### src/hw/rtl/fqd_pkg.sv
`timescale 1ns / 1ps

package fqd_pkg;

   // cordic iteration count, capped at the arctangent table length
   localparam int CORDIC_STAGES  = 16;
   localparam int ATAN_TABLE_LEN = 24;
   localparam int CORDIC_ITER    = (CORDIC_STAGES < ATAN_TABLE_LEN) ?
                                   CORDIC_STAGES : ATAN_TABLE_LEN;

   localparam int SAMPLE_W    = 16;
   localparam int PROD_W      = 2 * SAMPLE_W;
   localparam int MIX_W       = PROD_W + 1;
   localparam int XY_W        = MIX_W + 3;
   localparam int Z_W         = 34;
   localparam int ANGLE_SHIFT = 16;
   localparam int ANGLE_W     = 18;
   localparam int GAIN_W      = 16;
   localparam int SCALED_W    = ANGLE_W + GAIN_W + 1;
   localparam int ROUND_SHIFT = 11;
   localparam int ROUNDED_W   = SCALED_W - ROUND_SHIFT;
   localparam int FREQ_W      = 21;

   localparam logic [GAIN_W-1:0] GAIN_RESET = 16'd8250;

   // +pi in accumulator units of pi/2^31
   localparam logic signed [Z_W-1:0] PI_Z = 34'sd2147483648;

   localparam logic signed [ROUNDED_W-1:0] FREQ_MAX = 24'sd1048575;
   localparam logic signed [ROUNDED_W-1:0] FREQ_MIN = -24'sd1048576;

   // atan(2^-k) in units of pi/2^31, rounded to nearest
   localparam logic [Z_W-1:0] ATAN_TABLE [ATAN_TABLE_LEN] = '{
      34'd536870912, 34'd316933406, 34'd167458907, 34'd85004756,
      34'd42667331,  34'd21354465,  34'd10679838,  34'd5340245,
      34'd2670163,   34'd1335087,   34'd667544,    34'd333772,
      34'd166886,    34'd83443,     34'd41722,     34'd20861,
      34'd10430,     34'd5215,      34'd2608,      34'd1304,
      34'd652,       34'd326,       34'd163,       34'd81
   };

   typedef struct packed {
      logic signed [XY_W-1:0] x;
      logic signed [XY_W-1:0] y;
      logic signed [Z_W-1:0]  z;
      logic                   zero;
   } cordic_vec_type;

endpackage

### src/hw/rtl/fqd_mixer.sv
`timescale 1ns / 1ps

module fqd_mixer (
   input  logic                                  clock,
   input  logic                                  reset,
   input  logic                                  in_valid,
   output logic                                  in_ready,
   input  logic signed [fqd_pkg::SAMPLE_W-1:0]   in_i,
   input  logic signed [fqd_pkg::SAMPLE_W-1:0]   in_q,
   input  logic                                  in_open,
   output logic                                  out_valid,
   input  logic                                  out_ready,
   output logic signed [fqd_pkg::MIX_W-1:0]      out_re,
   output logic signed [fqd_pkg::MIX_W-1:0]      out_im
);

   logic signed [fqd_pkg::SAMPLE_W-1:0] last_i_ff, last_q_ff;
   logic signed [fqd_pkg::SAMPLE_W-1:0] cur_i_in, cur_q_in;
   logic signed [fqd_pkg::PROD_W-1:0]   p_ii_ff, p_qq_ff, p_qi_ff, p_iq_ff;
   logic signed [fqd_pkg::MIX_W-1:0]    re_ff, im_ff, re_in, im_in;
   logic                                vld1_ff, vld2_ff;
   logic                                load1, load2, accept;

   assign load2    = !vld2_ff || out_ready;
   assign load1    = !vld1_ff || load2;
   assign in_ready = load1;
   assign accept   = in_valid && load1;

   // closed squelch replaces the sample by zero
   assign cur_i_in = in_open ? in_i : '0;
   assign cur_q_in = in_open ? in_q : '0;

   assign re_in = fqd_pkg::MIX_W'(p_ii_ff) + fqd_pkg::MIX_W'(p_qq_ff);
   assign im_in = fqd_pkg::MIX_W'(p_qi_ff) - fqd_pkg::MIX_W'(p_iq_ff);

   always_ff @(posedge clock) begin
      if (reset) begin
         vld1_ff   <= 1'b0;
         vld2_ff   <= 1'b0;
         last_i_ff <= '0;
         last_q_ff <= '0;
      end else begin
         if (load1) begin
            vld1_ff <= in_valid;
         end
         if (load2) begin
            vld2_ff <= vld1_ff;
         end
         if (accept) begin
            last_i_ff <= cur_i_in;
            last_q_ff <= cur_q_in;
         end
      end
   end

   // product with the conjugate of the previous sample
   always_ff @(posedge clock) begin
      if (load1) begin
         p_ii_ff <= cur_i_in * last_i_ff;
         p_qq_ff <= cur_q_in * last_q_ff;
         p_qi_ff <= cur_q_in * last_i_ff;
         p_iq_ff <= cur_i_in * last_q_ff;
      end
      if (load2) begin
         re_ff <= re_in;
         im_ff <= im_in;
      end
   end

   assign out_valid = vld2_ff;
   assign out_re    = re_ff;
   assign out_im    = im_ff;

endmodule

### config.mk
export PLATFORM = sky130hd
export DESIGN_NAME = fqd_mixer
export DESIGN_NICKNAME = d
export VERILOG_FILES = /design/src/hw/rtl/fqd_pkg.sv /design/src/hw/rtl/fqd_mixer.sv
export SDC_FILE = /design/constraint.sdc
export NUM_CORES = 2
export LEC_CHECK = 0
export BUFFER_PORTS_ARGS = -buffer_cell sky130_fd_sc_hd__buf_2
export CAP_MARGIN = 20
export CORE_UTILIZATION = 40
export CTS_CLUSTER_DIAMETER = 60
export DETAILED_ROUTE_END_ITERATION = 10
export PLACE_DENSITY = 0.56
export SYNTH_ARGS = -nofsm -noshare
export SYNTH_HDL_FRONTEND = slang
export SYNTH_SLANG_ARGS = --single-unit
export TNS_END_PERCENT = 20
### constraint.sdc
create_clock -name clock -period 7.1 [get_ports clock]
set_input_delay 0.355 -clock clock [delete_from_list [all_inputs] [get_ports clock]]
set_output_delay 0.355 -clock clock [all_outputs]
set_load 0.1 [all_outputs]
---- Yosys cells after proc, flatten, opt, wreduce, memory -nomap -nowiden ----
Index checks and enable logic that the tools add are counted.
word-level totals
  flip-flop bits (word level) ............. 228
  memory bits (writable) .................. 0
  logic and storage cells ................. 23
  memories kept ........................... 0
  output and inout port bits .............. 68
  input port bits ......................... 37
  latch bits .............................. 0
  ROM bits ................................ 0
cells by class
  equality and inequality tests ........... 0
  order comparisons ....................... 0
  mux-type cells .......................... 2
  $add $sub $neg .......................... 2
  divide/modulo/power cells ............... 0
  multiply operators ...................... 4
  bitwise gates (word level) .............. 0
  shift operators ......................... 0
  reduce and logical (&&, ||, !) cells .... 5
operator list
  kind                          number
  multiplier 16 x 16 -> 32 bit  4
  adder 32 x 32 -> 33 bit       1
  subtractor 32 x 32 -> 33 bit  1
  2-to-1 mux 16 bit             2
  logical NOT 1 bit             2
  logical OR 1 bit              2
  logical AND 1 bit             1

---- Depth between registers and ports, before layout ----
  word-level depth ........................ 4
  depth in mapped cells ................... 27
  depth with buffers taken out ............ 23

---- Worst setup path after synthesis ----
OpenSTA, ideal clock, no wires.
  path type ............................... input-to-reg
  from .................................... input port in_open
  to ...................................... register p_iq_ff[29] (netlist name) (data pin)
  slack ................................... 0.103 ns
  required time ........................... 6.905 ns
  library setup time ...................... 0.195 ns
  stages on the path ...................... 23
  buffers on the path ..................... 5
  arrival time ............................ 6.802 ns
  path through ............................ clkbuf_1 clkbuf_1 clkbuf_1 clkbuf_1 and3_1 fa_1 fa_1 fa_1 fa_1 fa_1 inv_1 fa_1 inv_1 ha_1 clkbuf_1 a21o_1 a31oi_1 o21ai_0 nor3_1 a211oi_1 o21ai_0 or4b_2 o311ai_0
on the way
  word-level cells in the longest chain between the ends .. 2
ends and longest elaborated chain
  item                          RTL line         source
  start, declared               fqd_mixer.sv:10  input logic in_open,
  2-to-1 mux 16 bit             fqd_mixer.sv:30  assign cur_i_in = in_open ? in_i : '0;
  multiplier 16 x 16 -> 32 bit  fqd_mixer.sv:62  p_iq_ff <= cur_i_in * last_q_ff;
  end signal, assigned          fqd_mixer.sv:62
  end, declared                 fqd_mixer.sv:19  logic signed [fqd_pkg::PROD_W-1:0] p_ii_ff, p_qq_ff, p_qi_ff, p_iq_ff;
Every way passes these cells.
A chain may end at the register's enable or synchronous reset.

---- Worst setup path in the final report ----
  from .................................... register last_q_ff[8] (netlist name)
  to ...................................... register p_qq_ff[30] (netlist name) (data pin)
on the way
  word-level cells in the longest chain between the ends .. 1
ends and longest elaborated chain
  item                          RTL line         source
  start, declared               fqd_mixer.sv:17  logic signed [fqd_pkg::SAMPLE_W-1:0] last_i_ff, last_q_ff;
  start signal, assigned        fqd_mixer.sv:51  last_q_ff <= cur_q_in;
  multiplier 16 x 16 -> 32 bit  fqd_mixer.sv:60  p_qq_ff <= cur_q_in * last_q_ff;
  end signal, assigned          fqd_mixer.sv:60
  end, declared                 fqd_mixer.sv:19
Every way passes these cells.

==> reports/results.ini <==
[drt]
first_pass_iters = 8
drt_wl_total_um = 148000
vias_per_cell = 5.24
drt-initial-drc-count = 3072
drc_errors = 0
antenna_left = 0
wl_per_cell_um = 20.6
vias = 37600

[worst_setup_path]
path_cells = buf_4 > nand2_1 > fa_1 > inv_1 > fa_1 > inv_1 > fa_1 > inv_1 > fa_1 > fa_1 > inv_1 > fa_1 > inv_1 > ha_1 > buf_4 > a21o_1 > a21o_1 > a221o_1 > a31o_2 > a2111oi_0 > buf_4 > o31ai_1 > a21oi_1 > xnor2_1
worstReg2RegEnd = p_qq_ff[30]
path_max_fanout = 16
rr_startpoint = last_q_ff[8]
r2r_slack_ns = 0.32
crit_required_ns = 7.47
worst_path_largest_cell_delay_ns = 0.57
cp-start-kind = flop
critPathArrivalTime_ns = 7.15
critical_path_class = reg -> reg
rr_worst_depth = 24
worst_setup_path_end_kind = flop
cp_common_cell = fa_1
crit_slowest_cell = dfxtp_1

[finish]
final_cell_mix = inv_1, fa_1, nand2_1
nNetsFinal = 6982
drive_gt1_share_pct = 9.43
fin_area_um2 = 56000
layout_commonest_cell = inv_1
fin_cells = 7178
areaGrowthSynthToFinish_pct = 11.3

[die]
ios = 105
dieHeight_um = 357
dieArea_um2 = 127000
die_w_um = 357
core_um2 = 124000
initial_core_util_pct = 40.5
rows = 129

[yosys]
synth_top_cell_area_share_pct = 41.8
syn_inst = 5314
yosysWarnings = 0
yosysSeqAreaShare_pct = 12.9
ys_seq_elements = 228
synth_area_um2 = 50300
synth_area_leaders = fa_1, edfxtp_1, ha_1, inv_1, and3_1
async_flop_share_pct = 0
synth_flop_cell = edfxtp_1
yosysTopAreaCell = fa_1
syn_nets = 6793
synth_cell_types = 72
avgSynthCellArea_um2 = 9.47
synth-edff-count = 194

[timing]
layout_min_cycle_time_ns = 6.78
hold_ws_ns = 0.0723
min_period_over_period_pct = 95.6
finalHoldViolations = 0
slew_violations = 0
tns_ns = 0
setup_viol = 0
clock.fmax_mhz = 147
relSlewSlack_pct = 23.8
clock_skew_ns = 0.0329
rsz0062_at_grt = no
tightest_slew_ns = 1.14

[grt]
grt_pass1_wl_um = 232000
grt_use_total_pct = 24.0
grt_pass1_vias = 39000
antenna_found_initial = 16
grt_overflow = 0
grt_max_degree = 120

[cts]
path_clk_slew_ns = 0.06
clock_path_buffers = 3
cts_buffers = 42
htree_levels = 2
clock-sinks = 228
clk_latency_ns = 0.64
clockRootBuffer = clkbuf_16
cts_tree = yes

[worst_hold_path]
hold_end = out_valid
hold_depth = 4
holdCritPathClass = in -> reg
min_from = out_ready

[place]
io_buffers = 104
place_hpwl_um = 121000
placedInstanceArea_um2 = 54600
gp_congestion = 0.966
placedCellCount = 7095

[outcome]
status = finished, final reports clean

[power]
ir_drop_mv = 0.262
powerDensity_nw_per_um2 = 175
power_leakage_nw = 30.6
fin_total_pwr_w = 0.00978

[run]
cap_violations = 0

cell families (layout without fill, tap and decap cells):
kind of cell	count (synthesis)	after routing	share of synthesized area (%)
compound gates	493	493	6.45
xor+xnor	182	182	3.17
fa+ha+maj	1442	1442	51.5
buf+inv	1496	1719	11.2
flops	228	228	12.9
mux	28	28	0.557
other cells	0	4	0
simple gates	1445	1445	14.3
cells in the mapped netlist, types with 39 or more instances:
library cell and count:
and2_1 43, xnor2_1 143, a21oi_1 147, clkbuf_1 271, a21o_1 71, nor2_1 183
nand2_1 558, xor2_1 39, edfxtp_1 194, and3_1 513, fa_1 1050, inv_1 1221
o21ai_0 85, ha_1 392
metal layers:
metal / up-vias / wire length [um] / part of all wire [%] / track usage [%]
met2: 1304 / 66700 / 45 / 37.2
met1: 19200 / 64400 / 43 / 34.3
met5: - / 132 / 0.089 / 0.333
met4: 12 / 4610 / 3.1 / 6.90
met3: 181 / 12300 / 8.3 / 4.47
li1: 16900 / - / - / -
cell type report:
cell class	instances	area [um^2]
clock inverter	33	352
fill	12000	68300
tap	1637	2050
multi-input combinational	3590	38200
clock buffer	45	1060
sequential	228	6520
timing repair buffer	420	3210
inverter	1221	4580
antenna	4	10.0
stage by stage:
stage / worst slack, ns / util, %
after floorplan: 0.103 / -
after global placement: -0.121 / 43.9
after detailed placement: -0.215 / 43.9
after CTS: 0.0721 / 45.0
after global routing: 0.0231 / 45.1
final: 0.316 / 45.1
critical path, delay by kind of cell, from the launching register on:
family	cells	cell delay (ns)
AOI/OAI and AO/OA	7	1.52
xor gates and xnor gates	1	0.09
adders and majority gates	7	3.25
buffers and inverters	8	0.94
DFF	1	0.57
and+or+nand+nor	1	0.13
repair_timing:
action / in CTS / in global routing
hold buffers: 1 / 0
gates resized for setup: 0 / 14
setup endpoints to repair: 0 / 13
endpoints found under the hold margin: 1 / 0
buffers inserted: 0 / 0
sequential cells by signal (all words and copies together), names as in the netlist:
signal     count
p_qq_ff       32
out_valid      1
vld1_ff        1
last_i_ff     16
out_im        33
p_ii_ff       32
p_qi_ff       32
last_q_ff     16
p_iq_ff       32
out_re        33
how the worst max path moves through the flow:
stage,startpoint,endpoint,slack [ns],cells after the start
after detailed placement,in_open,p_ii_ff[31],-0.21,23
after floorplan,in_open,p_iq_ff[29],0.10,23
final,last_q_ff[8],p_qq_ff[30],0.32,24
after global routing,last_i_ff[9],p_ii_ff[31],0.02,21
after global placement,in_open,p_iq_ff[29],-0.12,23
after CTS,last_q_ff[1],p_iq_ff[29],0.07,21
report_power, final:
group	internal [W]	switching, W	total, W
clock	0.00121	0.000890	0.00210
sequential	0.00201	0.000189	0.00220
combinational	0.00171	0.00378	0.00549
No activity file was read; power rests on OpenSTA's default activity.
