[src/hw/rtl/fqd_pkg.sv]
`timescale 1ns / 1ps

package fqd_pkg;

   // cordic iteration count, capped at the arctangent table length
   localparam int CORDIC_STAGES  = 16;
   localparam int ATAN_TABLE_LEN = 24;
   localparam int CORDIC_ITER    = (CORDIC_STAGES < ATAN_TABLE_LEN) ?
                                   CORDIC_STAGES : ATAN_TABLE_LEN;

   localparam int SAMPLE_W    = 16;
   localparam int PROD_W      = 2 * SAMPLE_W;
   localparam int MIX_W       = PROD_W + 1;
   localparam int XY_W        = MIX_W + 3;
   localparam int Z_W         = 34;
   localparam int ANGLE_SHIFT = 16;
   localparam int ANGLE_W     = 18;
   localparam int GAIN_W      = 16;
   localparam int SCALED_W    = ANGLE_W + GAIN_W + 1;
   localparam int ROUND_SHIFT = 11;
   localparam int ROUNDED_W   = SCALED_W - ROUND_SHIFT;
   localparam int FREQ_W      = 21;

   localparam logic [GAIN_W-1:0] GAIN_RESET = 16'd8250;

   // +pi in accumulator units of pi/2^31
   localparam logic signed [Z_W-1:0] PI_Z = 34'sd2147483648;

   localparam logic signed [ROUNDED_W-1:0] FREQ_MAX = 24'sd1048575;
   localparam logic signed [ROUNDED_W-1:0] FREQ_MIN = -24'sd1048576;

   // atan(2^-k) in units of pi/2^31, rounded to nearest
   localparam logic [Z_W-1:0] ATAN_TABLE [ATAN_TABLE_LEN] = '{
      34'd536870912, 34'd316933406, 34'd167458907, 34'd85004756,
      34'd42667331,  34'd21354465,  34'd10679838,  34'd5340245,
      34'd2670163,   34'd1335087,   34'd667544,    34'd333772,
      34'd166886,    34'd83443,     34'd41722,     34'd20861,
      34'd10430,     34'd5215,      34'd2608,      34'd1304,
      34'd652,       34'd326,       34'd163,       34'd81
   };

   typedef struct packed {
      logic signed [XY_W-1:0] x;
      logic signed [XY_W-1:0] y;
      logic signed [Z_W-1:0]  z;
      logic                   zero;
   } cordic_vec_type;

endpackage

[src/hw/rtl/fqd_scaler.sv]
`timescale 1ns / 1ps

module fqd_scaler (
   input  logic                                clock,
   input  logic                                reset,
   input  logic                                in_valid,
   output logic                                in_ready,
   input  fqd_pkg::cordic_vec_type             in_vec,
   input  logic [fqd_pkg::GAIN_W-1:0]          gain,
   output logic                                out_valid,
   input  logic                                out_ready,
   output logic signed [fqd_pkg::FREQ_W-1:0]   out_freq
);

   logic signed [fqd_pkg::Z_W-1:0]       z_rnd, z_shift;
   logic signed [fqd_pkg::ANGLE_W-1:0]   angle_ff, angle_in;
   logic signed [fqd_pkg::SCALED_W-1:0]  prod_ff, prod_in, prod_rnd;
   logic signed [fqd_pkg::ROUNDED_W-1:0] scaled;
   logic signed [fqd_pkg::FREQ_W-1:0]    freq_ff, freq_in;
   logic                                 vld1_ff, vld2_ff, vld3_ff;
   logic                                 load1, load2, load3;

   assign load3    = !vld3_ff || out_ready;
   assign load2    = !vld2_ff || load3;
   assign load1    = !vld1_ff || load2;
   assign in_ready = load1;

   // round half up to pi/32768, zero product gives zero angle
   assign z_rnd    = in_vec.z + $signed(fqd_pkg::Z_W'(32768));
   assign z_shift  = z_rnd >>> fqd_pkg::ANGLE_SHIFT;
   assign angle_in = in_vec.zero ? '0 : z_shift[fqd_pkg::ANGLE_W-1:0];

   assign prod_in = angle_ff * $signed({1'b0, gain});

   assign prod_rnd = prod_ff + $signed(fqd_pkg::SCALED_W'(1024));
   assign scaled   = prod_rnd[fqd_pkg::SCALED_W-1:fqd_pkg::ROUND_SHIFT];

   always_comb begin
      if (scaled > fqd_pkg::FREQ_MAX) begin
         freq_in = fqd_pkg::FREQ_MAX[fqd_pkg::FREQ_W-1:0];
      end else if (scaled < fqd_pkg::FREQ_MIN) begin
         freq_in = fqd_pkg::FREQ_MIN[fqd_pkg::FREQ_W-1:0];
      end else begin
         freq_in = scaled[fqd_pkg::FREQ_W-1:0];
      end
   end

   always_ff @(posedge clock) begin
      if (reset) begin
         vld1_ff <= 1'b0;
         vld2_ff <= 1'b0;
         vld3_ff <= 1'b0;
      end else begin
         if (load1) begin
            vld1_ff <= in_valid;
         end
         if (load2) begin
            vld2_ff <= vld1_ff;
         end
         if (load3) begin
            vld3_ff <= vld2_ff;
         end
      end
   end

   always_ff @(posedge clock) begin
      if (load1) begin
         angle_ff <= angle_in;
      end
      if (load2) begin
         prod_ff <= prod_in;
      end
      if (load3) begin
         freq_ff <= freq_in;
      end
   end

   assign out_valid = vld3_ff;
   assign out_freq  = freq_ff;

endmodule

[config.mk]
export PLATFORM = sky130hd
export DESIGN_NAME = fqd_scaler
export DESIGN_NICKNAME = d
export VERILOG_FILES = /design/src/hw/rtl/fqd_pkg.sv /design/src/hw/rtl/fqd_scaler.sv
export SDC_FILE = /design/constraint.sdc
export NUM_CORES = 1
export LEC_CHECK = 0
export BUFFER_PORTS_ARGS = -buffer_cell sky130_fd_sc_hd__clkbuf_2
export CELL_PAD_IN_SITES_DETAIL_PLACEMENT = 1
export CELL_PAD_IN_SITES_GLOBAL_PLACEMENT = 1
export CORE_UTILIZATION = 52
export DETAILED_ROUTE_END_ITERATION = 10
export PLACE_DENSITY = 0.87
export SYNTH_ARGS = -nofsm -noshare
export SYNTH_HDL_FRONTEND = slang
export SYNTH_SLANG_ARGS = --single-unit
[constraint.sdc]
create_clock -name clock -period 9.1 [get_ports clock]
set_input_delay 0.455 -clock clock [delete_from_list [all_inputs] [get_ports clock]]
set_output_delay 0.455 -clock clock [all_outputs]
set_load 0.02 [all_outputs]
# After elaboration in Yosys (flattened, before gate mapping)
# Index checks and enable logic that the tools add are counted.
dict set report word_totals {
  n_memories 0
  out_inout_bits 23
  register_bits 77
  latchBits 0
  in_bits 127
  romBits 0
  ramBits 0
}
dict set report op_classes {
  eq_ne 0
  n_mux 1
  n_reduce_logical 6
  order_cmp 2
  n_shift 0
  div 0
  bitwise_logic 0
  add_sub_neg 2
  mul 1
}
# operator count
set op_table {}
lappend op_table {{35-bit by 12-bit adder with 35-bit output (second input constant)} 1}
lappend op_table {{18-bit by 17-bit multiplier with 35-bit output} 1}
lappend op_table {{34-bit by 17-bit adder with 34-bit output (second input constant)} 1}
lappend op_table {{24-bit by 21-bit > comparator with 1-bit output (second input constant)} 1}
lappend op_table {{24-bit by 21-bit less-than comparator with 1-bit output (second input constant)} 1}
lappend op_table {{21-bit 2-to-1 mux} 1}
lappend op_table {{1-bit zero test} 3}
lappend op_table {{1-bit logical OR} 3}

# Longest topological paths before layout
# Gate-level depths: netlist (run 1).
dict set report logic_depth {
  depth_word 4
  ltp_mapped 24
  mapped_depth_nobuf 22
}

# Least setup slack after synthesis (run 1)
# Ideal clock, no wire load.
dict set report synth_timing {
  path_kind {input-to-reg}
  start {input gain[10] (netlist name)}
  end {register prod_ff[33] (netlist name) (data pin)}
  path_buffers 2
  setup_time_ns 0.258
  t_arrival_ns 6.073
  path_slack_ns 2.770
  required_ns 8.842
  stages 22
  cell_sequence {clkbuf_1 > clkbuf_1 > nand2_1 > fa_1 > inv_1 > fa_1 > inv_1 > fa_1 > inv_1 > fa_1 > fa_1 > inv_1 > fa_1 > inv_1 > ha_1 > a211oi_1 > nand2_1 > or4b_4 > a21o_1 > a211o_2 > a21oi_2 > xnor2_1}
}
dict set report synth_via {
  elab_chain_cells 1
}
# item line
set synth_rtl {}
lappend synth_rtl {{start: declaration} fqd_scaler.sv:9} ;# input logic [fqd_pkg::GAIN_W-1:0] gain,
lappend synth_rtl {{18-bit by 17-bit multiplier with 35-bit output} fqd_scaler.sv:33} ;# assign prod_in = angle_ff * $signed({1'b0, gain});
lappend synth_rtl {{named net prod_in (one bit)} fqd_scaler.sv:17} ;# logic signed [fqd_pkg::SCALED_W-1:0] prod_ff, prod_in, prod_rnd;
lappend synth_rtl {{end signal: assignment} fqd_scaler.sv:71} ;# prod_ff <= prod_in;
lappend synth_rtl {{end: declaration} fqd_scaler.sv:17}
# The timed path passes the listed nets, and every way through them passes these cells.
# A chain may end at the register's enable or synchronous reset.

# Worst setup path in the final report (run 1)
dict set report layout_timing {
  start {register angle_ff[17] (netlist name)}
  end {register prod_ff[34] (netlist name) (data pin)}
}
dict set report layout_via {
  elab_chain_cells 1
}
# item line
set layout_rtl {}
lappend layout_rtl {{start: declaration} fqd_scaler.sv:16} ;# logic signed [fqd_pkg::ANGLE_W-1:0] angle_ff, angle_in;
lappend layout_rtl {{start signal: assignment} fqd_scaler.sv:68} ;# angle_ff <= angle_in;
lappend layout_rtl {{18-bit by 17-bit multiplier with 35-bit output} fqd_scaler.sv:33}
lappend layout_rtl {{named net prod_in (one bit)} fqd_scaler.sv:17}
# The timed path passes the listed nets, and every way through them passes these cells.

==> metrics list, run 1 <==
- Worst slew pin tran: 1020 ps
* Core footprint: 26400 sq um
- The worst hold path begins at reset.
- For this block, the via count after detailed routing is roughly 11000.
* Final HPWL DP: between 30000 and 40000 um
- TritonCTS built the clock tree.
- Die boundary height: 167 um
- Area of the die: 27800 sq um
- Clock tree synthesis selected as its root buffer the cell sky130_fd_sc_hd__clkbuf_16.
- For this run, design rule violations remaining after detail routing come to 0.
* Final-report hold violation count: 0
- CTS clk-pin slew, worst paths: 70 ps
- Mean routed wirelength per cell: 21.8 um
- CTS saw 67 sinks.
- Counting flops with an async set or reset pin after synthesis yields a share of 0.
- Areal power density over the cells: 352 nW/um^2
* Global-route total usage across every layer: 0.315
- Once the clock tree was built, the resizer swapped 0 gates to a different size.
* Number of setup violations in the final report: 0
* Post-route ant nets: 0
* Top post-synthesis cells by count: 372 x sky130_fd_sc_hd__inv_1, 291 x sky130_fd_sc_hd__fa_1, 201 x sky130_fd_sc_hd__nand2_1
- Counting the buffers created by CTS gives 9.
- Worst min-delay path category: input pin to register
- In the synthesized netlist, the number of instances is 1518.
- Area overhead of the layout relative to synthesis: 6.12%
- Storage cell area: 1980 sq um
* Fraction of final layout cells with drive strength greater than 1: 0.0597
- During synthesis, Yosys emitted a total of 0 warnings.
* Series of cell instances along the critical path: nand2_1 > inv_1 > fa_1 > inv_1 > fa_1 > inv_1 > fa_1 > fa_1 > fa_1 > inv_1 > fa_1 > inv_1 > ha_1 > a21oi_1 > o21ai_0 > a221o_1 > a21oi_1 > o31ai_1 > xnor2_1
- Setup repair after global routing left no endpoint under its margin.
- Syn Nets: just over 2000
- Mean cell area of the mapped netlist: 9.30 sq um
* Category of the worst setup path launch point: register
- Arr. time, crit path: roughly 7000 ps
* Synth top area cells: sky130_fd_sc_hd__fa_1 41%, sky130_fd_sc_hd__edfxtp_1 14%, sky130_fd_sc_hd__inv_1 9.9%
* Sequential area share after synthesis: 0.140
* Number of antenna violations at the first check in global routing: 0
- For this design the static power due to leakage is 7.36 nW.
- Max cap viols: 0
* Source of the critical timing path: angle_ff[17]$_SDFFCE_PP0P_
- Across the routed clock network, the largest skew measured is 15.3 ps.
- At the worst endpoint, the required time is 9190 ps.
- The multi-input combinational cells in the finished layout cover a total of 10500 sq um.
- Number of DRC markers after the initial detailed-route iteration: 493
* Cell type with the highest aggregate area in the netlist: sky130_fd_sc_hd__fa_1
* Hold bufs inserted after CTS: 0
* CP dominant cell by count: sky130_fd_sc_hd__fa_1
- Fin. max-slew vios: 0
* Final-stage net count: between 2000 and 2500
* Global-route wire length before repair: ~67000 um
* RePlAce Congestion: 0.854
- The worst register-to-register path begins at angle_ff[17]$_SDFFCE_PP0P_.
- The clock reaches the later pin of the worst-skew pair after 360 ps.
* Num rows: 59
- Of the post-synthesis cell area, the dominant cell type holds 0.413.
- Maximum number of pins on one net before global-route repair: 30
- Counting flops with a built-in enable in the synthesized netlist gives 64.
- Worst slack after detailed placement: 2140 ps
- IR analysis of the VDD net gives a maximum drop of 0.000318 V.
- Vias per std cell: 5.69
* Outcome: finished clean
- The first TritonRoute pass finished after 5 iterations.
- Detailed Route WL: 40800 um
- Of all nets on the critical path, the largest fanout is 16.
- Total number of H-tree levels: 3
- Worst-path cell with the longest stage delay: sky130_fd_sc_hd__edfxtp_1
- Category of the worst setup path capture point: register
* Post-route clock period utilization: 0.763
* Number of filler instances in the final layout: 3026
- Post-Syn Area: 14100 sq um
- Top FF cell, synth: sky130_fd_sc_hd__edfxtp_1
- Buffer depth of the longest clock path: 2
- Final critical path time including I/O delays and setup: between 6000 and 7000 ps
- In the post-synthesis netlist, the cell with the most instances is sky130_fd_sc_hd__inv_1.
- Hold slack: 309 ps
- Port buffer count: 62
- Adding up every negative setup slack in the final design gives 0 ps.
* Number of post-CTS setup repair buffers: 0
* GRT Residual Overflow: 0
- Classification of the worst setup path: register to register
* Number of I/O pins: 150
* CP bufs+invs: 5
- Number of antenna cells inserted: 0
* Worst stage delay on the critical path: 790 ps
- Among cell families on the critical path, the largest total delay comes from adder cells.
- The number of global-route vias before repair was roughly 13000.
- Timing would allow up to 0.144 GHz.
- Starting Density: 0.535
- Worst Slack Setup Final: 2160 ps
- Counting distinct cell types in the post-synthesis netlist gives 52.
- Die X-Extent: 167 um
* Tightest slew margin relative to the limit: 0.315
* Number of storage elements in the synthesis netlist: between 60 and 70
state kept, by name, indices dropped and copies added (netlist names):
name       count
prod_ff       25
out_valid      1
angle_ff      18
vld1_ff        1
vld2_ff        1
out_freq      21
layout make-up:
class,count,share of cell area
multi-input combinational,1021,0.702
sequential,67,0.132
inverter,372,0.0932
tap,335,0.0280
timing repair buffer,65,0.0222
clock buffer,9,0.0150
clock inverter,7,0.00702
placed cells by master (no fill, tap or decap), drive strengths merged, types with 2 or more instances in the layout:
cell    count
a211oi      6
o21bai      2
ha         89
a21oi      44
inv       376
a31oi       5
a221o       2
nor2       36
nor3b       2
o21ai      49
xor2       26
nand3      21
or3         2
and4        6
dfxtp       3
clkbuf     71
bufinv      2
nand2     201
a211o       2
o21a        3
a21o       12
nor2b       6
nor3        5
buf         3
nand4      14
and3       11
edfxtp     64
and2      121
fa        291
xnor2      45
nand2b      3
o31ai       2
cell families (layout without fill, tap and decap cells):
logic type,after synthesis,in the layout,share of synthesized area
AOI/OAI and AO/OA,136,136,0.0574
DFF,67,67,0.140
adders and majority gates,380,380,0.492
buffers and inverters,430,453,0.114
xor gates and xnor gates,71,71,0.0441
and+or+nand+nor,433,433,0.151
muxes,1,1,0.000798
layer usage:
layer,track usage,up-vias,share of wire
li1,-,4585,-
met1,0.325,5567,0.36
met2,0.611,353,0.55
met3,0.0356,167,0.036
met4,0.183,0,0.054
met5,0,-,0
path summary, 6_finish.rpt:
| check | end | slack (ps) | cells past startpoint |
|---|---|---|---|
| max | prod_ff[34]$_DFFE_PP_ | 2160 | 19 |
| min reg2reg | out_valid$_SDFFE_PP0P_ | 500 | 2 |
| min | vld1_ff$_SDFFE_PP0P_ | 310 | 2 |
| max reg2reg | prod_ff[34]$_DFFE_PP_ | 2160 | 19 |
metrics by stage:
stage	total power, W	instances	utilization	area [sq um]
2_1_floorplan	0.00364	1518	-	14100
3_3_place_gp	0.00443	1860	0.556	14600
3_5_place_dp	0.00474	1860	0.556	14600
4_1_cts	0.00527	1876	0.568	15000
5_1_grt	0.00574	1876	0.568	15000
6_report	0.00528	1876	0.568	15000
where the power goes:
part | leakage, nW | switching, W | total (W) | internal [W]
sequential | 0.714 | 0.000113 | 0.000754 | 0.000640
clock | 0.159 | 0.000166 | 0.000412 | 0.000245
combinational | 6.49 | 0.00253 | 0.00411 | 0.00158
total | 7.36 | 0.00281 | 0.00528 | 0.00247
Power figures use the tool's default switching activity.
==> inputs of run 2 (changes only) <==
--- a/config.mk
+++ b/config.mk
@@ -8,9 +8,9 @@
 export BUFFER_PORTS_ARGS = -buffer_cell sky130_fd_sc_hd__clkbuf_2
 export CELL_PAD_IN_SITES_DETAIL_PLACEMENT = 1
 export CELL_PAD_IN_SITES_GLOBAL_PLACEMENT = 1
-export CORE_UTILIZATION = 52
+export CORE_UTILIZATION = 43
 export DETAILED_ROUTE_END_ITERATION = 10
-export PLACE_DENSITY = 0.87
+export PLACE_DENSITY = 0.76
 export SYNTH_ARGS = -nofsm -noshare
 export SYNTH_HDL_FRONTEND = slang
 export SYNTH_SLANG_ARGS = --single-unit
==> constraint.sdc (replaced) <==
create_clock -name clock -period 6.1 [get_ports clock]
set_input_delay 0.305 -clock clock [delete_from_list [all_inputs] [get_ports clock]]
set_output_delay 0.305 -clock clock [all_outputs]
set_load 0.02 [all_outputs]
==> run 2 against run 1 <==
  * The run now ends with negative setup slack left
  * Critical path type unchanged
  * Wire length is 1.6% lower
  * Sequential share of layout area is 1.4 points lower
  * Largest cell class unchanged
  * First-iteration DRC count is 4.7% lower
  * Count of clock-buffer cells in the layout stayed put
==> metrics list, run 2 (synthesized netlist as in run 1, its figures left out) <==
- The flow ran to the end, but the final reports show violations.
- Violated checks: negative setup slack
- The largest single stage delay on the critical path is between 500 and 600 ps.
- For this run, design rule violations remaining after detail routing come to 0.
- Most frequent standard cell in the layout excluding fill and tap cells: sky130_fd_sc_hd__inv_1
- Summed over all cells, the static leakage comes to 8.12 nW.
* Commonest non-fill, non-tap cells in the layout: 353 x sky130_fd_sc_hd__inv_1, 279 x sky130_fd_sc_hd__fa_1, 196 x sky130_fd_sc_hd__nand2_1
- Peak supply drop: ~0.00040 V
- Arr. time, crit path: 6250 ps
- Num rows: 65
- Summed over all nets, the half-perimeter wirelength after detailed placement is 32800 um.
- In this run, the number of DRC markers left after iteration 0 of detailed routing was 470.
* Crit-path max FO: 4
* Global-route wire length before repair: 63100 um
- Maximum number of pins on one net before global-route repair: 30
- Max-cap violations in this run came to 0.
- Die boundary height: 183 um
- In the finished design, the share of the clock period the worst path needs comes to 1.01.
- Post-route ant nets: 0
* Vias in the first global route: 12600
* Number of setup violations in the final report: 1
* Core footprint: 32000 sq um
- After clock tree synthesis, the clock-pin slew on the worst setup and hold paths is 60 ps.
* Areal power density over the cells: 583 nW/um^2
- Buffer cell driving the clock tree root: sky130_fd_sc_hd__clkbuf_16
- Fin. max-slew vios: 0
- Classification of the worst setup path: register to register
- On the final layout, the worst clock skew is ~12 ps.
- Headroom to the max-slew limit came out at 0.288.
- Starting Density: 0.442
- Worst slew pin tran: 1070 ps
- Final-report hold violation count: 0
- # clock sinks: 67
- CP dominant cell by count: sky130_fd_sc_hd__fa_1
* Fraction of final layout cells with drive strength greater than 1: 0.192
* Vias after detailed routing: around 11000
* Unrepaired setup endpoints after global routing: true
- Traced cell by cell, the critical path runs through buf_4 > and2_4 > fa_1 > inv_1 > fa_1 > inv_1 > fa_1 > fa_2 > fa_1 > inv_1 > fa_1 > inv_1 > ha_4 > a211o_1 > a211oi_2 > o21ai_1 > a21o_4 > a211o_4 > a21oi_2 > xnor2_1.
- In this run the count of I/O pins placed on the die edge is 150.
- Based on the critical path, the design can be clocked at up to ~0.16 GHz.
- Setup TNS: -37.9 ps
- Category of the worst setup path capture point: register
* Total power after layout: ~0.01 W
- Routability-driven placement finished with a final weighted congestion of 0.827.
- Worst-path cell with the longest stage delay: sky130_fd_sc_hd__fa_1
* Port buffer count: 62
* Global-route total usage across every layer: 0.243
- Area overhead of the layout relative to synthesis: 18.3%
- For this run the aggregate overflow at the end of global routing stands at 0.
- The final layout contains routed wiring with a total length of 40200 um.
* Worst Slack Setup Final: -37.9 ps
* Hold bufs inserted after CTS: 0
- Number of flip-flops under the largest register name: 25
- The number of clock buffers added by TritonCTS is 9.
- Counting flops per register, the top entry is prod_ff.
* Buffer depth of the longest clock path: 2
- Final-stage net count: 2193
- Number of antenna violations at the first check in global routing: 0
- Number of antenna cells inserted: 0
- TritonCTS clock tree: yes
- Final critical path time including I/O delays and setup: 6140 ps
- Die X-Extent: roughly 180 um
* CP Data Required Time: 6210 ps
- STA classifies the critical path startpoint as a register.
* Worst min-delay path category: input pin to register
* Area of the die: 33500 sq um
- Mean routed wirelength per cell: 18.9 um
- Clock latency of the later-clocked register in the worst-skew pair: 370 ps
* First drt pass iteration count: 4
- The H-tree was split into 3 levels.
- Vias per std cell: 5.11
run 2: changes by cell type in the layout (fill, tap and decap cells not counted), moves of 12 or more:
cell / previous run / this run
sky130_fd_sc_hd__inv_1: 372 / 353
sky130_fd_sc_hd__inv_2: 0 / 17
sky130_fd_sc_hd__fa_1: 291 / 279
sky130_fd_sc_hd__buf_4: 3 / 134
sky130_fd_sc_hd__ha_1: 89 / 71
sky130_fd_sc_hd__ha_4: 0 / 14
sky130_fd_sc_hd__buf_6: 0 / 15
sky130_fd_sc_hd__fa_2: 0 / 12
run 2: stage by stage:
step / hold WS, ps / util / setup slack [ps] / instances / instance area [sq um]
5_1_grt: 141 / 0.523 / -196 / 2126 / 16700
3_5_place_dp: 456 / 0.490 / -224 / 2074 / 15700
6_report: 130 / 0.523 / -37.9 / 2126 / 16700
3_3_place_gp: 439 / 0.490 / -108 / 2074 / 15700
2_1_floorplan: 377 / - / 8.44 / 1518 / 14100
4_1_cts: 119 / 0.504 / -20.0 / 2096 / 16100
run 2: worst max-delay path: cells and delay by family, from the launching register on:
family	cells	cell delay [ps]
AOI/OAI and AO/OA	6	1360
buffers and inverters	5	450
xor gates and xnor gates	1	70
adders and majority gates	7	3390
DFF	1	450
and+or+nand+nor	1	160
run 2: final cells by class:
class | instances | area (sq um)
fill | 3626 | 15300
sequential | 67 | 1980
timing repair buffer | 215 | 1550
inverter | 372 | 1400
clock buffer | 9 | 225
multi-input combinational | 1021 | 10900
clock inverter | 7 | 75.1
tap | 435 | 544
run 2: timing repair:
item / CTS / global route
gates resized for setup: 35 / 89
endpoints found under the hold margin: 0 / 0
setup endpoints to repair: 11 / 16
pin swaps: 22 / 64
buffers inserted: 6 / 30
run 2: report_power, final:
| part | total, W | switching (W) | internal (W) |
|---|---|---|---|
| registers | 0.00109 | 0.000136 | 0.000955 |
| logic | 0.00810 | 0.00437 | 0.00373 |
| clock network | 0.000547 | 0.000227 | 0.000320 |
run 2: path summary, 6_finish.rpt:
check | slack, ps | end | cells after the start | from
max | -40 | prod_ff[33]$_DFFE_PP_ | 20 | angle_ff[4]$_SDFFCE_PP0P_
min reg2reg | 460 | out_valid$_SDFFE_PP0P_ | 2 | vld2_ff$_SDFFE_PP0P_
min | 130 | out_valid$_SDFFE_PP0P_ | 2 | reset
max reg2reg | -40 | prod_ff[33]$_DFFE_PP_ | 20 | angle_ff[4]$_SDFFCE_PP0P_
run 2: per-layer routing:
metal	global-route usage	routed length, um
met1	0.288	16400
met2	0.454	21500
met3	0.0355	1260
met4	0.0670	1010
met5	0	0
==> inputs of run 3 (changes only) <==
--- a/config.mk
+++ b/config.mk
@@ -11,6 +11,7 @@
 export CORE_UTILIZATION = 43
 export DETAILED_ROUTE_END_ITERATION = 10
 export PLACE_DENSITY = 0.76
+export REMOVE_ABC_BUFFERS = 1
 export SYNTH_ARGS = -nofsm -noshare
 export SYNTH_HDL_FRONTEND = slang
 export SYNTH_SLANG_ARGS = --single-unit
==> run 3 against run 2 <==
  * The flow still finishes with violations (negative setup slack)
  * Wire length shrank 3.7%
  * Hold slack gained 33 ps
  * Sequential power is essentially flat
  * Final cell count shrank 0.14%
  * Sequential cell count is the same
  * Highest routed layer unchanged
==> metrics list, run 3 (synthesized netlist as in run 1, its figures left out) <==
- The flow ran to the end, but the final reports show violations.
- Violated checks: negative setup slack
* CTS clk-pin slew, worst paths: 60 ps
- Detailed placement ended at an HPWL of ~32000 um.
* Vias per std cell: 5.03
- Detailed Route WL: 38700 um
- Counting along the longest clock path gives a buffer depth of 2.
- For this run, design rule violations remaining after detail routing come to 0.
- Fill cells in the final layout number 3669.
- The congestion estimate from routability-driven global placement came to 0.831.
- The slowest stage of the critical path belongs to the cell sky130_fd_sc_hd__fa_1.
- Max-cap violations in this run came to 0.
- Number of cells on the worst hold path: 2
- Along the worst path, the maximum fanout reaches 5.
* End of the worst register-to-register path: prod_ff[33]$_DFFE_PP_
- For this configuration, the core starts out at a cell density of 0.442.
- Setup violations remaining at the end of the flow were counted as 1.
- Number of antenna cells inserted: 0
* Series of cell instances along the critical path: buf_4 > and2_1 > fa_1 > inv_1 > fa_1 > fa_1 > inv_1 > fa_2 > fa_1 > inv_1 > fa_1 > inv_1 > ha_4 > o21a_1 > a211oi_2 > o21ai_2 > a21o_1 > a211o_2 > a21oi_2 > xnor2_1
* Area overhead of the layout relative to synthesis: 18.0%
- Number of flip-flops under the largest register name: 25
- The count of cells in the finished layout, fillers not included, comes to 2123.
- Total number of H-tree levels: 3
* Worst min-delay path category: input pin to register
- The sequential cells in the finished layout cover a total of between 1500 and 2000 sq um.
- Register with the most flip-flops: prod_ff
- CTS Buf Count: 9
- The number of antenna violations at the first check in global routing is 0.
- Leakage power summed over all cells: 8.11 nW
* Post-route clock period utilization: 1.00
* Buffer cell driving the clock tree root: sky130_fd_sc_hd__clkbuf_16
- Worst Slack Setup Final: -11.8 ps
- CP dominant cell by count: sky130_fd_sc_hd__fa_1
* TritonCTS clock tree: yes
* GRT Residual Overflow: 0
- Core footprint: 32000 sq um
* Worst slack after detailed placement: -325 ps
* # clock sinks: 67
* Worst reg2reg path depth: 20
- The library cells used most frequently in the layout, excluding fill and tap cells, are 360 x sky130_fd_sc_hd__inv_1, 281 x sky130_fd_sc_hd__fa_1, 196 x sky130_fd_sc_hd__nand2_1.
- Area of the die: 33500 sq um
- The largest single stage delay on the critical path is between 500 and 600 ps.
- Setup TNS: -11.8 ps
* Die X-Extent: 183 um
- After the first detailed-routing iteration, the DRC count stood at between 300 and 400.
- Data on the critical path is required at its endpoint by 6190 ps.
* Fraction of final layout cells with drive strength greater than 1: 0.185
* Die boundary height: 183 um
- Area of the multi-input gates: between 10000 and 15000 sq um
- Clock latency of the later-clocked register in the worst-skew pair: 360 ps
* Category of the worst setup path capture point: register
- Setup repair after global routing could not meet its margin everywhere.
* First drt pass iteration count: 5
- Final critical path time including I/O delays and setup: 6110 ps
- Mean routed wirelength per cell: 18.2 um
- Maximum number of pins on one net before global-route repair: 30
- The worst setup path is launched from a register.
- Launch instance of the worst register-to-register path: angle_ff[10]$_SDFFCE_PP0P_
- Final-report hold violation count: 0
- Classification of the worst setup path: register to register
* Arr. time, crit path: 6210 ps
* Global-route total usage across every layer: 0.238
- For this run, the share of the core covered by cells in the final layout is 0.521.
* Post-route ant nets: 0
- Once placement completed, the tool counted placed cells totaling 2075.
* Hold slack: 163 ps
* Most frequent standard cell in the layout excluding fill and tap cells: sky130_fd_sc_hd__inv_1
* Hold worst-path end: vld1_ff$_SDFFE_PP0P_
- Areal power density over the cells: between 500 and 600 nW/um^2
* Clk_skew: approximately 17 ps
- Measured against its own limit, the worst slew margin works out to 0.324.
- Vias in the first global route: 12400
- Vias after detailed routing: 10700
- Port buffer count: 62
* Num rows: between 60 and 70
- The max-slew violation total from the final report was 0.
- Source of the worst hold timing path: reset
- For the pin with the worst max-slew slack, the measured transition is 1010 ps.
- The first global-routing pass estimated 62300 um of wire.
- Final-stage net count: 2190
- Number of I/O pins: 150
- Based on the critical path, the design can be clocked at up to 0.164 GHz.
* Peak supply drop: 0.000351 V
- In this run the register-to-register setup slack is -10 ps.
## run 3: repair_timing
item | 4_1_cts | 5_1_grt
setup buffers | 16 | 17
pin swaps | 36 | 59
endpoints found under the setup margin | 14 | 16
gates resized for setup | 32 | 69
gates cloned | 0 | 0
hold buffers | 0 | 0
## run 3: worst max-delay path by stage
stage	from	end	slack [ps]	depth (start not counted)
3_5_place_dp	gain[3]	prod_ff[33]$_DFFE_PP_	-330	23
5_1_grt	angle_ff[7]$_SDFFCE_PP0P_	prod_ff[33]$_DFFE_PP_	-210	20
4_1_cts	angle_ff[7]$_SDFFCE_PP0P_	prod_ff[33]$_DFFE_PP_	-20	19
6_report	angle_ff[10]$_SDFFCE_PP0P_	prod_ff[33]$_DFFE_PP_	-10	20
3_3_place_gp	gain[4]	prod_ff[33]$_DFFE_PP_	-140	19
2_1_floorplan	angle_ff[7]$_SDFFCE_PP0P_	prod_ff[33]$_DFFE_PP_	-70	19
## run 3: final cells by class
cell class / instances / area share
Tap cell: 435 / 0.0327
Timing Repair Buffer: 212 / 0.0923
Sequential cell: 67 / 0.119
Inverter: 372 / 0.0841
Clock buffer: 9 / 0.0135
Multi-Input combinational cell: 1021 / 0.654
Clock inverter: 7 / 0.00458
## run 3: report_power, final
| part | leakage, nW | switching (W) | internal, W | total, W |
|---|---|---|---|---|
| sequential | 0.714 | 0.000133 | 0.000956 | 0.00109 |
| combinational | 7.25 | 0.00418 | 0.00366 | 0.00784 |
| clock | 0.149 | 0.000223 | 0.000320 | 0.000543 |
| total | 8.11 | 0.00454 | 0.00494 | 0.00947 |
## run 3: per-layer routing
metal | vias to the layer above | part of all wire | routed length [um] | global-route usage
li1 | 4882 | - | - | -
met1 | 5563 | 0.43 | 16700 | 0.294
met2 | 204 | 0.52 | 20300 | 0.439
met3 | 38 | 0.031 | 1190 | 0.0322
met4 | 0 | 0.014 | 546 | 0.0527
met5 | - | 0 | 0 | 0
## run 3: metrics by stage
step / area, sq um / total power, W
2_1_floorplan: 13900 / 0.00539
3_3_place_gp: 15700 / 0.00745
3_5_place_dp: 15700 / 0.00780
4_1_cts: 16200 / 0.00863
5_1_grt: 16600 / 0.0104
6_report: 16600 / 0.00947
## run 3: worst max-delay path: cells and delay by family (launching register included)
kind | cells | cell delay, ps
flip-flops | 1 | 540
AO/OA/AOI/OAI | 6 | 1270
adder cells (fa/ha/maj) | 7 | 3360
buffers and inverters | 5 | 440
AND/OR/NAND/NOR | 1 | 160
XOR/XNOR | 1 | 70
